`src/hw/rtl/assert_macros.svh`:
```
// Assertion helpers shared by the timer bank RTL.
`ifndef ASSERT_MACROS_SVH
`define ASSERT_MACROS_SVH

// Property must hold at every clock edge outside reset.
`define STB_ASSERT(label, clk, rst_n, prop) \
  label: assert property (@(posedge clk) disable iff (!(rst_n)) (prop)) \
    else $error("assertion failed");

// Condition must never be true at a clock edge outside reset.
`define STB_ASSERT_NEVER(label, clk, rst_n, cond) \
  label: assert property (@(posedge clk) disable iff (!(rst_n)) !(cond)) \
    else $error("forbidden condition seen");

`endif

```
`src/hw/rtl/stb_pkg.sv`:
```
// ----------------------------------------------------------------------------
// stb_pkg
// Types and constants shared by the timer bank modules.
// ----------------------------------------------------------------------------
`timescale 1ns / 1ps

package stb_pkg;

  localparam int NUM_TIMERS = 16;
  localparam int IDX_W      = (NUM_TIMERS > 1) ? $clog2(NUM_TIMERS) : 1;
  localparam int CNT_W      = $clog2(NUM_TIMERS + 1);

  localparam int COUNT_W = 16;
  localparam int TAG_W   = 3;
  localparam int TIDX_W  = 4;
  localparam int OPC_W   = 2;

  typedef enum logic [OPC_W-1:0] {
    OP_TICK   = 2'd0,
    OP_SET    = 2'd1,
    OP_STOP   = 2'd2,
    OP_RESUME = 2'd3
  } opcode_e;

  typedef enum logic [1:0] {
    ST_OFF     = 2'd0,
    ST_RUNNING = 2'd1,
    ST_DONE    = 2'd2
  } status_e;

  // One timer entry as held in the store.
  typedef struct packed {
    logic [COUNT_W-1:0] count;
    logic [COUNT_W-1:0] reload;
    status_e            status;
    logic [TAG_W-1:0]   tag;
    logic               repeat_mode;
  } entry_t;

  // Scan engine to result stage.
  typedef struct packed {
    logic              hit;
    logic              flush;
    logic [TIDX_W-1:0] index;
    logic [TAG_W-1:0]  service;
  } res_ctl_t;

endpackage

```
`src/hw/rtl/software_timer_bank.sv`:
```
// ----------------------------------------------------------------------------
// software_timer_bank
// Bank of 16-bit down-counting timers kept in a single entry store.
// ----------------------------------------------------------------------------
// Usage:
//   A command transaction is taken when start is high and busy is low.
//   opcode_i selects tick, set, stop or resume; set and the stop/resume
//   pair address timer_index_i, and indexes past the bank are ignored.
//   Set writes the entry in the accept cycle and the next command can be
//   taken in the following cycle. Stop and resume read, patch and write
//   back the entry, so busy stays high for one cycle.
//   Tick walks the store one timer per cycle: read address n, and in the
//   following cycle decrement, reload or retire timer n and write it back.
//   busy stays high for the whole walk, which the store's single read
//   port paces.
//   Each expiry yields one result transaction, in timer order, shown for
//   one cycle with result_valid_o. One expiry is held back until the next
//   one (or the end of the walk) is known, so last_o marks the final one.
//   The final result of a tick is shown in the cycle in which busy falls.
//   A tick with no expiry yields nothing; other commands never do.
//   The receiver has no way to stall results.
//   Reset clears all control state; every timer reads as zero and off.
// ----------------------------------------------------------------------------
`timescale 1ns / 1ps
`include "assert_macros.svh"

module software_timer_bank (
  input  logic                          clk_i,
  input  logic                          rst_ni,
  input  logic                          start,
  output logic                          busy,
  input  logic [stb_pkg::OPC_W-1:0]     opcode_i,
  input  logic [stb_pkg::TIDX_W-1:0]    timer_index_i,
  input  logic [stb_pkg::COUNT_W-1:0]   load_value_i,
  input  logic [stb_pkg::TAG_W-1:0]     service_tag_i,
  input  logic                          periodic_i,
  output logic                          result_valid_o,
  output logic [stb_pkg::TIDX_W-1:0]    expired_index_o,
  output logic [stb_pkg::TAG_W-1:0]     expired_service_o,
  output logic                          last_o
);

  // one-hot sequencer states
  typedef enum logic [2:0] {
    S_IDLE = 3'b001,
    S_RMW  = 3'b010,
    S_SCAN = 3'b100
  } state_e;

  state_e                      state_q, state_d;
  logic [stb_pkg::CNT_W-1:0]   rd_cnt_q, rd_cnt_d;   // next address to read
  logic                        proc_q;               // read data due this cycle
  logic [stb_pkg::IDX_W-1:0]   proc_idx_q;
  stb_pkg::opcode_e            op_q;
  logic [stb_pkg::IDX_W-1:0]   op_idx_q;

  logic                        accept;
  stb_pkg::opcode_e            op;
  logic                        idx_ok;

  logic                        rd_en;
  logic [stb_pkg::IDX_W-1:0]   rd_addr;
  stb_pkg::entry_t             rd_data;
  logic                        wr_en;
  logic [stb_pkg::IDX_W-1:0]   wr_addr;
  stb_pkg::entry_t             wr_data;
  stb_pkg::entry_t             upd;
  stb_pkg::res_ctl_t           res_ctl;

  assign busy   = (state_q != S_IDLE);
  assign accept = start && !busy;
  assign op     = stb_pkg::opcode_e'(opcode_i);
  // timers past the bank size are never touched
  assign idx_ok = ({4'b0000, timer_index_i} < 8'(stb_pkg::NUM_TIMERS));

  always_comb begin
    state_d  = state_q;
    rd_cnt_d = rd_cnt_q;
    rd_en    = 1'b0;
    rd_addr  = '0;
    wr_en    = 1'b0;
    wr_addr  = '0;
    upd      = rd_data;
    wr_data  = rd_data;
    res_ctl  = '0;
    case (state_q)
      S_IDLE: begin
        if (accept) begin
          case (op)
            stb_pkg::OP_TICK: begin
              rd_cnt_d = '0;
              state_d  = S_SCAN;
            end
            stb_pkg::OP_SET: begin
              if (idx_ok) begin
                wr_en               = 1'b1;
                wr_addr             = stb_pkg::IDX_W'(timer_index_i);
                wr_data.count       = load_value_i;
                wr_data.reload      = load_value_i;
                wr_data.status      = stb_pkg::ST_RUNNING;
                wr_data.tag         = service_tag_i;
                wr_data.repeat_mode = periodic_i;
              end
            end
            stb_pkg::OP_STOP, stb_pkg::OP_RESUME: begin
              if (idx_ok) begin
                rd_en   = 1'b1;
                rd_addr = stb_pkg::IDX_W'(timer_index_i);
                state_d = S_RMW;
              end
            end
            default: state_d = S_IDLE;
          endcase
        end
      end
      S_RMW: begin
        // patch only the run status, keep count and reload
        wr_en          = 1'b1;
        wr_addr        = op_idx_q;
        wr_data.status = (op_q == stb_pkg::OP_STOP) ? stb_pkg::ST_OFF
                                                    : stb_pkg::ST_RUNNING;
        state_d        = S_IDLE;
      end
      S_SCAN: begin
        if (rd_cnt_q < stb_pkg::CNT_W'(stb_pkg::NUM_TIMERS)) begin
          rd_en    = 1'b1;
          rd_addr  = stb_pkg::IDX_W'(rd_cnt_q);
          rd_cnt_d = rd_cnt_q + 1'b1;
        end
        if (proc_q && (rd_data.status == stb_pkg::ST_RUNNING)) begin
          // zero wraps to all ones and does not expire this tick
          upd.count = rd_data.count - 16'd1;
          if (upd.count == '0) begin
            res_ctl.hit     = 1'b1;
            res_ctl.index   = stb_pkg::TIDX_W'(proc_idx_q);
            res_ctl.service = rd_data.tag;
            if (rd_data.repeat_mode) begin
              upd.count = rd_data.reload;
            end else begin
              upd.status = stb_pkg::ST_DONE;
            end
          end
          wr_en   = 1'b1;
          wr_addr = proc_idx_q;
          wr_data = upd;
        end
        // walk finished: release the held expiry as the last one
        if (!rd_en && !proc_q) begin
          res_ctl.flush = 1'b1;
          state_d       = S_IDLE;
        end
      end
      default: state_d = S_IDLE;
    endcase
  end

  always_ff @(posedge clk_i or negedge rst_ni) begin
    if (!rst_ni) begin
      state_q  <= S_IDLE;
      rd_cnt_q <= '0;
      proc_q   <= 1'b0;
    end else begin
      state_q  <= state_d;
      rd_cnt_q <= rd_cnt_d;
      proc_q   <= (state_q == S_SCAN) && rd_en;
    end
  end

  always_ff @(posedge clk_i) begin
    proc_idx_q <= rd_addr;
    if (accept) begin
      op_q     <= op;
      op_idx_q <= stb_pkg::IDX_W'(timer_index_i);
    end
  end

  stb_ram u_ram (
    .clk_i     (clk_i),
    .rst_ni    (rst_ni),
    .rd_en_i   (rd_en),
    .rd_addr_i (rd_addr),
    .rd_data_o (rd_data),
    .wr_en_i   (wr_en),
    .wr_addr_i (wr_addr),
    .wr_data_i (wr_data)
  );

  stb_result u_result (
    .clk_i             (clk_i),
    .rst_ni            (rst_ni),
    .ctl_i             (res_ctl),
    .result_valid_o    (result_valid_o),
    .expired_index_o   (expired_index_o),
    .expired_service_o (expired_service_o),
    .last_o            (last_o)
  );

  `STB_ASSERT(a_cmd_no_result, clk_i, rst_ni,
              (accept && (op != stb_pkg::OP_TICK)) |=> !result_valid_o)
  `STB_ASSERT(a_last_then_quiet, clk_i, rst_ni,
              (result_valid_o && last_o) |=> !result_valid_o)
  `STB_ASSERT_NEVER(a_cnt_range, clk_i, rst_ni,
                    rd_cnt_q > stb_pkg::CNT_W'(stb_pkg::NUM_TIMERS))

endmodule

```
`src/hw/rtl/stb_ram.sv`:
```
// ----------------------------------------------------------------------------
// stb_ram
// Timer entry store: one write and one read port, registered read data.
// Entries never written read back as all zero.
// ----------------------------------------------------------------------------
`timescale 1ns / 1ps
`include "assert_macros.svh"

module stb_ram (
  input  logic                     clk_i,
  input  logic                     rst_ni,
  input  logic                     rd_en_i,
  input  logic [stb_pkg::IDX_W-1:0] rd_addr_i,
  output stb_pkg::entry_t          rd_data_o,
  input  logic                     wr_en_i,
  input  logic [stb_pkg::IDX_W-1:0] wr_addr_i,
  input  stb_pkg::entry_t          wr_data_i
);

  stb_pkg::entry_t                  mem_q [stb_pkg::NUM_TIMERS];
  stb_pkg::entry_t                  rd_raw_q;
  logic [stb_pkg::NUM_TIMERS-1:0]   valid_q;
  logic                             rd_ok_q;

  always_ff @(posedge clk_i) begin
    if (wr_en_i) begin
      mem_q[wr_addr_i] <= wr_data_i;
    end
    if (rd_en_i) begin
      rd_raw_q <= mem_q[rd_addr_i];
    end
  end

  // per-entry written flags stand in for the all-zero reset contents
  always_ff @(posedge clk_i or negedge rst_ni) begin
    if (!rst_ni) begin
      valid_q <= '0;
      rd_ok_q <= 1'b0;
    end else begin
      if (wr_en_i) begin
        valid_q[wr_addr_i] <= 1'b1;
      end
      if (rd_en_i) begin
        rd_ok_q <= valid_q[rd_addr_i];
      end
    end
  end

  assign rd_data_o = rd_ok_q ? rd_raw_q : '0;

  `STB_ASSERT_NEVER(a_no_same_addr_rw, clk_i, rst_ni,
                    rd_en_i && wr_en_i && (rd_addr_i == wr_addr_i))

endmodule

```
`src/hw/rtl/stb_result.sv`:
```
// ----------------------------------------------------------------------------
// stb_result
// Holds back one expiry so the final one of a tick can carry last.
// ----------------------------------------------------------------------------
`timescale 1ns / 1ps

module stb_result (
  input  logic                        clk_i,
  input  logic                        rst_ni,
  input  stb_pkg::res_ctl_t           ctl_i,
  output logic                        result_valid_o,
  output logic [stb_pkg::TIDX_W-1:0]  expired_index_o,
  output logic [stb_pkg::TAG_W-1:0]   expired_service_o,
  output logic                        last_o
);

  logic                       pend_q;
  logic [stb_pkg::TIDX_W-1:0] pend_idx_q;
  logic [stb_pkg::TAG_W-1:0]  pend_svc_q;
  logic                       out_vld_q;
  logic [stb_pkg::TIDX_W-1:0] out_idx_q;
  logic [stb_pkg::TAG_W-1:0]  out_svc_q;
  logic                       out_last_q;

  always_ff @(posedge clk_i or negedge rst_ni) begin
    if (!rst_ni) begin
      pend_q    <= 1'b0;
      out_vld_q <= 1'b0;
    end else begin
      out_vld_q <= pend_q && (ctl_i.hit || ctl_i.flush);
      if (ctl_i.hit) begin
        pend_q <= 1'b1;
      end else if (ctl_i.flush) begin
        pend_q <= 1'b0;
      end
    end
  end

  always_ff @(posedge clk_i) begin
    if (ctl_i.hit || ctl_i.flush) begin
      out_idx_q  <= pend_idx_q;
      out_svc_q  <= pend_svc_q;
      out_last_q <= ctl_i.flush;
    end
    if (ctl_i.hit) begin
      pend_idx_q <= ctl_i.index;
      pend_svc_q <= ctl_i.service;
    end
  end

  assign result_valid_o    = out_vld_q;
  assign expired_index_o   = out_idx_q;
  assign expired_service_o = out_svc_q;
  assign last_o            = out_last_q;

endmodule
```
`config.mk`:
```
export PLATFORM = sky130hd
export DESIGN_NAME = software_timer_bank
export DESIGN_NICKNAME = d
export VERILOG_FILES = /design/src/hw/rtl/stb_pkg.sv /design/src/hw/rtl/software_timer_bank.sv /design/src/hw/rtl/stb_ram.sv /design/src/hw/rtl/stb_result.sv
export VERILOG_INCLUDE_DIRS = /design/src /design/src/hw/rtl
export SDC_FILE = /design/constraint.sdc
export NUM_CORES = 1
export LEC_CHECK = 0
export BUFFER_PORTS_ARGS = -buffer_cell sky130_fd_sc_hd__buf_2
export CAP_MARGIN = 30
export CORE_ASPECT_RATIO = 0.5
export CORE_MARGIN = 1.5
export CORE_UTILIZATION = 25
export DETAILED_ROUTE_END_ITERATION = 12
export PLACE_DENSITY = 0.38
export SKIP_LAST_GASP = 1
export SLEW_MARGIN = 10
export SYNTH_ARGS = -nofsm -noshare
export SYNTH_HDL_FRONTEND = slang
export SYNTH_SLANG_ARGS = --single-unit
```
`constraint.sdc`:
```
create_clock -name clk_i -period 5.22 [get_ports clk_i]
set_input_delay 1.044 -clock clk_i [delete_from_list [all_inputs] [get_ports clk_i]]
set_output_delay 1.044 -clock clk_i [all_outputs]
set_load 0.05 [all_outputs]
```
# Word level (Yosys, flattened, before mapping)
# Memory sizes are Yosys's and may differ from the RTL's. A register that Yosys moved wholly into a read port is not among the register bits.
# Index checks and enable logic that the tools add are counted.
# Widths: inputs -> output; s select.
# word_totals
reg_bits	53
mem_bits_rw	608
inputBits	29
out_inout_bits	10
word_cells	106
mem_count	1
# classes
add_sub_neg	2
magnitude_cmp	4
n_eq_ne	14
n_mux	51
bitwise	1
reduce_logical	18
# memory_table
memory	depth	word_bits	read_ports	rd_clocked_by_memory_dff	write_ports	line_no	source
u_ram.mem_q	16	38	1	1	1	stb_ram.sv:20	stb_pkg::entry_t mem_q [stb_pkg::NUM_TIMERS];
# ops
operator	count
$mux 38	4
$pmux 32 s2	1
$mux 16	2
$mux 4	6
$mux 1	17
$logic_not 16->1	1
$or 16x16->16	1
$pmux 4 s2	2
$sub 16x1->16 const B	1
$mux 5	3
$mux 7	2
$pmux 3 s2	2
$pmux 4 s3	1
$lt 4x5->1 const B	2
$pmux 5 s2	1
$mux 9	1
$eq 2x2->1 const B	3
$logic_and 1x1->1	6
$mux 3	2
$ne 2x2->1 const B	3
$ne 3x1->1 const B	2
$pmux 2 s3	1
$reduce_and 3->1	2
$add 5x1->5 const B	1
18 further kinds	23

# Longest topological paths before layout
# Gate-level depths: netlist (run 1).
# depth
word_depth	10
ltp_mapped	12
mapped_depth_nobuf	8

# Cells and area by module
# A second synthesis (run 1) with hierarchy kept.
# hier_totals
hier_cells	1326
hier_area_um2	27959.3
# by_module_without_submodules
mod	instances	cells_per_inst	area_per_inst_um2	seq_area_each_um2
stb_ram	1	985	25298.0	19824.0
software_timer_bank	1	320	2130.8	486.7
stb_result	1	21	530.5	500.5

# Worst setup path after synthesis (run 1)
# Ideal clock, no wire load.
# synth_path
path_kind	input port to flip-flop
startpoint	input start
endpoint	memory u_ram.mem_q[2][0] in the netlist's numbering, enable pin
setup_ns	0.433
arrival_ns	3.796
path_slack_ns	0.990
stages	7
path_cell_list	nand4bb_2 -> nor2_1 -> clkbuf_1 -> a222oi_1 -> nand2b_1 -> clkbuf_1 -> nor2_1
# synth_between
elab_chain_cells	5
# synth_rtl
element	line_no	source
start: declaration	software_timer_bank.sv:30	input logic start,
$logic_and 1x1->1 *	software_timer_bank.sv:71	assign accept = start && !busy;
$mux 1	software_timer_bank.sv:88	if (accept) begin
$pmux 1 s3	software_timer_bank.sv:86	case (state_q)
$mux 1	stb_ram.sv:26	if (wr_en_i) begin
$mux 1 (not written as such)	stb_ram.sv:27	mem_q[wr_addr_i] <= wr_data_i;
end: declaration	stb_ram.sv:20	
# Every way passes the cells marked *; elsewhere a longest branch is shown, timed or not.

# Worst setup path after layout (run 1)
# layout_path
startpoint	register state_q[0]
endpoint	memory u_ram.mem_q[0][5] in the netlist's numbering, enable pin
# layout_between
elab_chain_cells	7
# layout_rtl
element	line_no	source
start: declaration	software_timer_bank.sv:50	state_e state_q, state_d;
start signal: assignment	software_timer_bank.sv:163	state_q <= state_d;
$ne 3x1->1	software_timer_bank.sv:70	assign busy = (state_q != S_IDLE);
$logic_not 1->1	software_timer_bank.sv:71	
$logic_and 1x1->1	software_timer_bank.sv:71	
$mux 1	software_timer_bank.sv:88	
$pmux 1 s3	software_timer_bank.sv:86	
$mux 1	stb_ram.sv:26	
$mux 1 (not written as such)	stb_ram.sv:27	
# Several ways; a longest one is shown, not always the timed one.

==> results_dict.tcl, run 1 <==
set metrics [dict create \
    whs_ns 0.4224 \
    relSlewSlack 0.3816 \
    p_clk_frac 0.384 \
    cts_buffers 72 \
    intPower_mw 10.18 \
    cp_cell_sequence "or3b_1 > nor2_1 > buf_4 > a222oi_1 > nand2_1 > nor2_4 > buf_4" \
    end_kind "register" \
    slew_violations 0 \
    layout_commonest_cell "edfxtp_1" \
    met1_usage 0.2027 \
    fmax_mhz 247.9 \
    vias 15524 \
    synthCells 1690 \
    io-pin-count 39 \
    grt-busiest-layer "met2" \
    layout-drive-gt1-share 0.2033 \
    start_kind "register" \
    cts_hold_repair.buffers 0 \
    start_util 0.2517 \
    cts_buffer_depth 3 \
    vdd_drop_max_uv 204.6 \
    mostFrequentLayoutCells "667 x edfxtp_1, 205 x nand2_1, 155 x mux2i_1" \
    clk_pin_slew_ns 0.06 \
    cts_setup_buffers 0 \
    fin_crit_ns 4.034 \
    antenna_left 0 \
    status "completed" \
    remaining_drc_errors 0 \
    grtUsageTotal 0.1439 \
    grt_antenna_before_repair 1 \
    dieArea_mm2 0.1155 \
    via_per_inst 4.630 \
    die_x_um 479.1 \
    firstDrtPassIters 5 \
    setup_viol 0 \
    hold_class "register to register" \
    hp-start "u_result.pend_svc_q[1]$_SDFFCE_PN0P_" \
    slowest_delay_ns 0.68 \
    synth.cell_area_mm2 0.02833 \
    hpwl_um 47250 \
    wl_per_cell_um 24.65 \
    synthFlopType "edfxtp_1" \
    clock-sinks 699 \
    p_per_area_mw_per_mm2 410.5 \
    overflow 0 \
    drt_iter0_drc 1006 \
    cp_num_buf_inv 2 \
    grt_start_max_net_pins 79 \
    use_met2 0.2313 \
    h-tree-depth 3 \
    maxCapViolCount 0 \
    clk_latency_ns 0.65 \
    area_growth_pct 17.43 \
    syn_nets 1722 \
    die_y_um 241.1 \
    utilization 0.2956 \
    period_share 0.7727 \
    power_frac_comb 0.118 \
    path_class "register to register" \
    p_leak_nw 10.63 \
    worst_slew_pin_slew_ns 0.9236 \
    gp_congestion 0.8079 \
    cp.arrival_ns 4.33 \
    fin_skew_ns 0.03102 \
    rows 87 \
    cts-root-buf "clkbuf_16" \
    synth_seq_cells 699 \
    cp_slowest_cell "dfstp_2" \
    cts_resized 0 \
    finalNetCount 1816 \
    core_area_mm2 0.1126 \
    crit_family "simple AND/OR/NAND/NOR gates" \
    grt_pass1_wl_um 118800 \
    synthArstFlopShare 0.04006 \
    final_cell_area_mm2 0.03327 \
    setup-tns-final_ns 0 \
    crit_required_ns 5.52 \
    report.power.total_mw 13.66 \
    finalHoldViolCount 0 \
    yosysWarnings 0 \
    rsz0062_at_grt "no" \
    ys_seq_area_frac 0.7345 \
    cp_max_fo 16 \
    switching_share 0.2548 \
    grt_pass1_vias 15889 \
    crit_path_frequent_cell "buf_4" \
    synth-edff-count 667 \
    yosys.cell_types.count 73 \
    use_met3 0.02252 \
    routed_wl_um 82640 \
    cts_tree "done" \
    num_antenna_cells 0 \
    critPathLaunch "state_q[0]$_DFFE_PN1P_" \
    placed_cell_area_mm2 0.03091 \
    syn_area_per_cell_um2 16.77 \
    p_sw_mw 3.481 \
    pwr-share-seq 0.498 \
    r2r_start "state_q[0]$_DFFE_PN1P_" \
    place.port_buffers 38 \
]
-- cells by family after synthesis --
kind of cell / after synthesis / synth area share
and+or+nand+nor: 422 / 0.07140
xor gates and xnor gates: 3 / 0.0009275
adders and majority gates: 3 / 0.001325
buffers and inverters: 121 / 0.02000
muxes: 238 / 0.1195
AOI/OAI and AO/OA: 204 / 0.05233
DFF: 699 / 0.7345
-- final timing paths --
path                            cells past startpoint  slack [ns]                                      end
worst min register to register                      0        0.42  u_result.expired_service_o[1]$_DFFE_PP_
max in group asynchronous                           1        4.30             u_ram.valid_q[9]$_DFFE_PN0P_
worst max-delay path                                7        1.19              u_ram.mem_q[0][5]$_DFFE_PP_
min in group asynchronous                           1        0.45                u_ram.rd_ok_q$_DFFE_PN0P_
worst min-delay path                                0        0.42  u_result.expired_service_o[1]$_DFFE_PP_
worst max register to register                      7        1.19              u_ram.mem_q[0][5]$_DFFE_PP_
-- state kept, by name, summed over array words and instances, names as in the netlist, 2 cells and up --
signal                      count
u_ram.valid_q                  16
op_q                            2
u_result.pend_idx_q             4
state_q                         3
u_ram.mem_q                   608
proc_idx_q                      4
op_idx_q                        4
u_result.pend_svc_q             3
u_result.expired_service_o      3
u_ram.rd_raw_q                 38
u_result.expired_index_o        4
rd_cnt_q                        5
-- per-stage QoR --
step	worst slack, ns	cells
after global routing	0.9040	3353
after floorplan	0.9903	1690
final	1.186	3353
after global placement	1.185	3220
after detailed placement	1.180	3221
after CTS	1.178	3351
-- power by group through the flow --
| stage | clock network (mW) | logic, mW | registers, mW |
|---|---|---|---|
| after CTS | 5.41 | 1.64 | 6.80 |
| after global routing | 5.60 | 1.77 | 6.81 |
| final | 5.25 | 1.61 | 6.80 |
| after floorplan | 0 | 0.968 | 6.85 |
| after detailed placement | 0 | 1.64 | 6.92 |
| after global placement | 0 | 1.63 | 6.92 |
-- metal layers --
layer / wire length, um / vias to the layer above
li1: - / 6886
met1: 39950 / 8277
met2: 38410 / 260
met3: 2677 / 101
met4: 1600 / 0
met5: 0 / -
-- cells in the mapped netlist (7+ instances only) --
| cell type | number | share of area |
|---|---|---|
| a21oi_1 | 21 | 0.0037 |
| a22o_1 | 11 | 0.0034 |
| a32oi_1 | 42 | 0.013 |
| buf_1 | 8 | 0.0011 |
| buf_2 | 45 | 0.0079 |
| buf_4 | 7 | 0.0019 |
| clkbuf_1 | 36 | 0.0048 |
| dfrtp_1 | 27 | 0.024 |
| edfxtp_1 | 667 | 0.71 |
| inv_1 | 17 | 0.0023 |
| mux2i_1 | 155 | 0.055 |
| mux4_2 | 80 | 0.064 |
| nand2_1 | 205 | 0.027 |
| nand3_1 | 90 | 0.016 |
| nand4_1 | 16 | 0.0035 |
| nor2_1 | 35 | 0.0046 |
| nor2_2 | 7 | 0.0015 |
| nor2b_1 | 8 | 0.0018 |
| nor3_1 | 10 | 0.0018 |
| o21ai_0 | 35 | 0.0062 |
| o21ai_1 | 28 | 0.0049 |
| o21bai_1 | 11 | 0.0029 |
| o31ai_1 | 7 | 0.0019 |
| or2_2 | 11 | 0.0024 |
-- area by class of cell --
| class | count | area, um^2 |
|---|---|---|
| Fill cell | 11213 | 79280 |
| Timing Repair Buffer | 120 | 1003 |
| Clock buffer | 85 | 1914 |
| Sequential cell | 699 | 20810 |
| Clock inverter | 45 | 436.7 |
| Inverter | 21 | 88.84 |
| Tap cell | 1513 | 1893 |
| Multi-Input combinational cell | 870 | 7127 |
No activity file was read; power rests on OpenSTA's default activity.
==> inputs of run 2 (changes only) <==
clock period = 4 ns   (was 5.22 ns; I/O delays follow)
==> run 2 against run 1 <==
Against the previous run: sequential power up 31%; combinational power up 36%; cell count up 0.33%; highest routed layer unchanged; setup slack worse by 0.67 ns; cell area up 0.33%; largest cell class unchanged; register-to-register slack worse by 0.67 ns; non-clock buffer count up 12; clock-buffer cell count up 10; first-iteration DRC count up 33%; clock power up 25%.
==> results_dict.tcl, run 2 (same netlist as run 1, synthesis figures left out) <==
set metrics [dict create \
    cts_resized 0 \
    layout-drive-gt1-share 0.2015 \
    p_per_area_mw_per_mm2 527.8 \
    report.power.total_mw 17.62 \
    remaining_drc_errors 0 \
    cts_buffers 72 \
    hold_class "primary input to asynchronous set/reset pin" \
    largest_reg_flops 608 \
    grt_pass1_wl_um 121100 \
    cts_setup_buffers 0 \
    core_area_mm2 0.1126 \
    via_per_inst 4.678 \
    overflow 0 \
    finalHoldViolCount 0 \
    crit_required_ns 4.47 \
    clk_latency_ns 0.65 \
    num_antenna_cells 0 \
    start_kind "register" \
    finalNetCount 1828 \
    cp_max_fo 16 \
    rsz0062_at_grt "no" \
    die_x_um 479.1 \
    period_share 0.8711 \
    area_growth_pct 17.82 \
    path_class "register to register" \
    setup-tns-final_ns 0 \
    hpwl_um 46740 \
    clk_pin_slew_ns 0.06 \
    vias 15737 \
    reg_top3 "u_ram.mem_q x608, u_ram.rd_raw_q x38, u_ram.valid_q x16" \
    worst_slew_pin_slew_ns 0.9188 \
    regMostFlops "u_ram.mem_q" \
    gp_congestion 0.8093 \
    fin_crit_ns 3.485 \
    end_kind "register" \
    antenna_left 0 \
    maxCapViolCount 0 \
    drt_iter0_drc 1336 \
    grtUsageTotal 0.1482 \
    cts_buffer_depth 3 \
    status "completed" \
    dieArea_mm2 0.1155 \
    vdd_drop_max_uv 275.4 \
    grt_start_max_net_pins 79 \
    fmax_mhz 287.0 \
    fin_skew_ns 0.03057 \
    cts-root-buf "clkbuf_16" \
    routed_wl_um 85150 \
    die_y_um 241.1 \
    cts_hold_repair.buffers 0 \
    p_leak_nw 10.67 \
    setup_viol 0 \
    wl_per_cell_um 25.31 \
    h-tree-depth 3 \
    layout_commonest_cell "edfxtp_1" \
    start_util 0.2517 \
    slew_violations 0 \
    cts_tree "done" \
    io-pin-count 39 \
    cp.arrival_ns 3.95 \
    place.port_buffers 38 \
    relSlewSlack 0.3860 \
    mostFrequentLayoutCells "667 x edfxtp_1, 205 x nand2_1, 155 x mux2i_1" \
    grt_antenna_before_repair 1 \
    rows 87 \
    grt_pass1_vias 16118 \
    clock-sinks 699 \
    num-fill-cells 11208 \
    firstDrtPassIters 8 \
]
==> run 2: cell type report <==
| cell class | instances | area (um^2) | area share |
|---|---|---|---|
| Clock buffer | 95 | 1962 | 0.05877 |
| Clock inverter | 34 | 267.8 | 0.008021 |
| Inverter | 21 | 88.84 | 0.002661 |
| Multi-Input combinational cell | 870 | 7127 | 0.2135 |
| Sequential cell | 699 | 20810 | 0.6234 |
| Tap cell | 1513 | 1893 | 0.05671 |
| Timing Repair Buffer | 132 | 1234 | 0.03696 |
==> run 2: worst paths after layout <==
path	cells after the start	endpoint	slack (ns)	from
setup / recovery	10	u_ram.mem_q[2][33]$_DFFE_PP_	0.52	u_ram.rd_raw_q[22]$_DFFE_PP_
hold reg to reg	0	u_result.expired_service_o[2]$_DFFE_PP_	0.42	u_result.pend_svc_q[2]$_SDFFCE_PN0P_
hold / removal	1	u_ram.valid_q[11]$_DFFE_PN0P_	0.21	rst_ni
max in group asynchronous	1	u_ram.valid_q[3]$_DFFE_PN0P_	3.33	rst_ni
min in group clk_i	1	op_q[0]$_DFFE_PP_	0.39	opcode_i[0]
setup reg to reg	10	u_ram.mem_q[2][33]$_DFFE_PP_	0.52	u_ram.rd_raw_q[22]$_DFFE_PP_
==> run 2: per-layer routing <==
layer / routed length [um] / share of wire / vias up / GRT usage
li1: - / - / 6920 / -
met1: 39510 / 0.46 / 8311 / 0.2026
met2: 39870 / 0.47 / 382 / 0.2420
met3: 3579 / 0.042 / 124 / 0.02446
met4: 2194 / 0.026 / 0 / 0.04454
met5: 0 / 0 / - / 0
==> run 2: per-stage QoR <==
stage          setup slack, ns  utilization  cell area [um^2]  hold WS (ns)  instances
2_1_floorplan          0.01434            -             28330        0.4003       1690
6_report                0.5155       0.2966             33380        0.2086       3364
3_3_place_gp            0.4175       0.2768             31150        0.4071       3235
5_1_grt                 0.4778       0.2966             33380        0.2370       3364
3_5_place_dp            0.4144       0.2768             31150        0.4045       3235
4_1_cts                 0.6231       0.2966             33380        0.1926       3364
==> run 2: where the power goes <==
part | switching [mW] | internal [mW]
Clock | 2.84 | 3.71
Combinational | 1.53 | 0.658
Sequential | 0.164 | 8.72
Total | 4.53 | 13.1
==> run 2: critical path: stages, from the launching register on <==
cell and delay, ns:
edfxtp_1 0.48, nand2_1 0.13, ha_1 0.45, xnor2_1 0.19, nand2_1 0.07, or4_1 0.53, nor4_4 0.20, buf_4 0.19
nand3_2 0.15, o31ai_2 0.58, buf_4 0.30
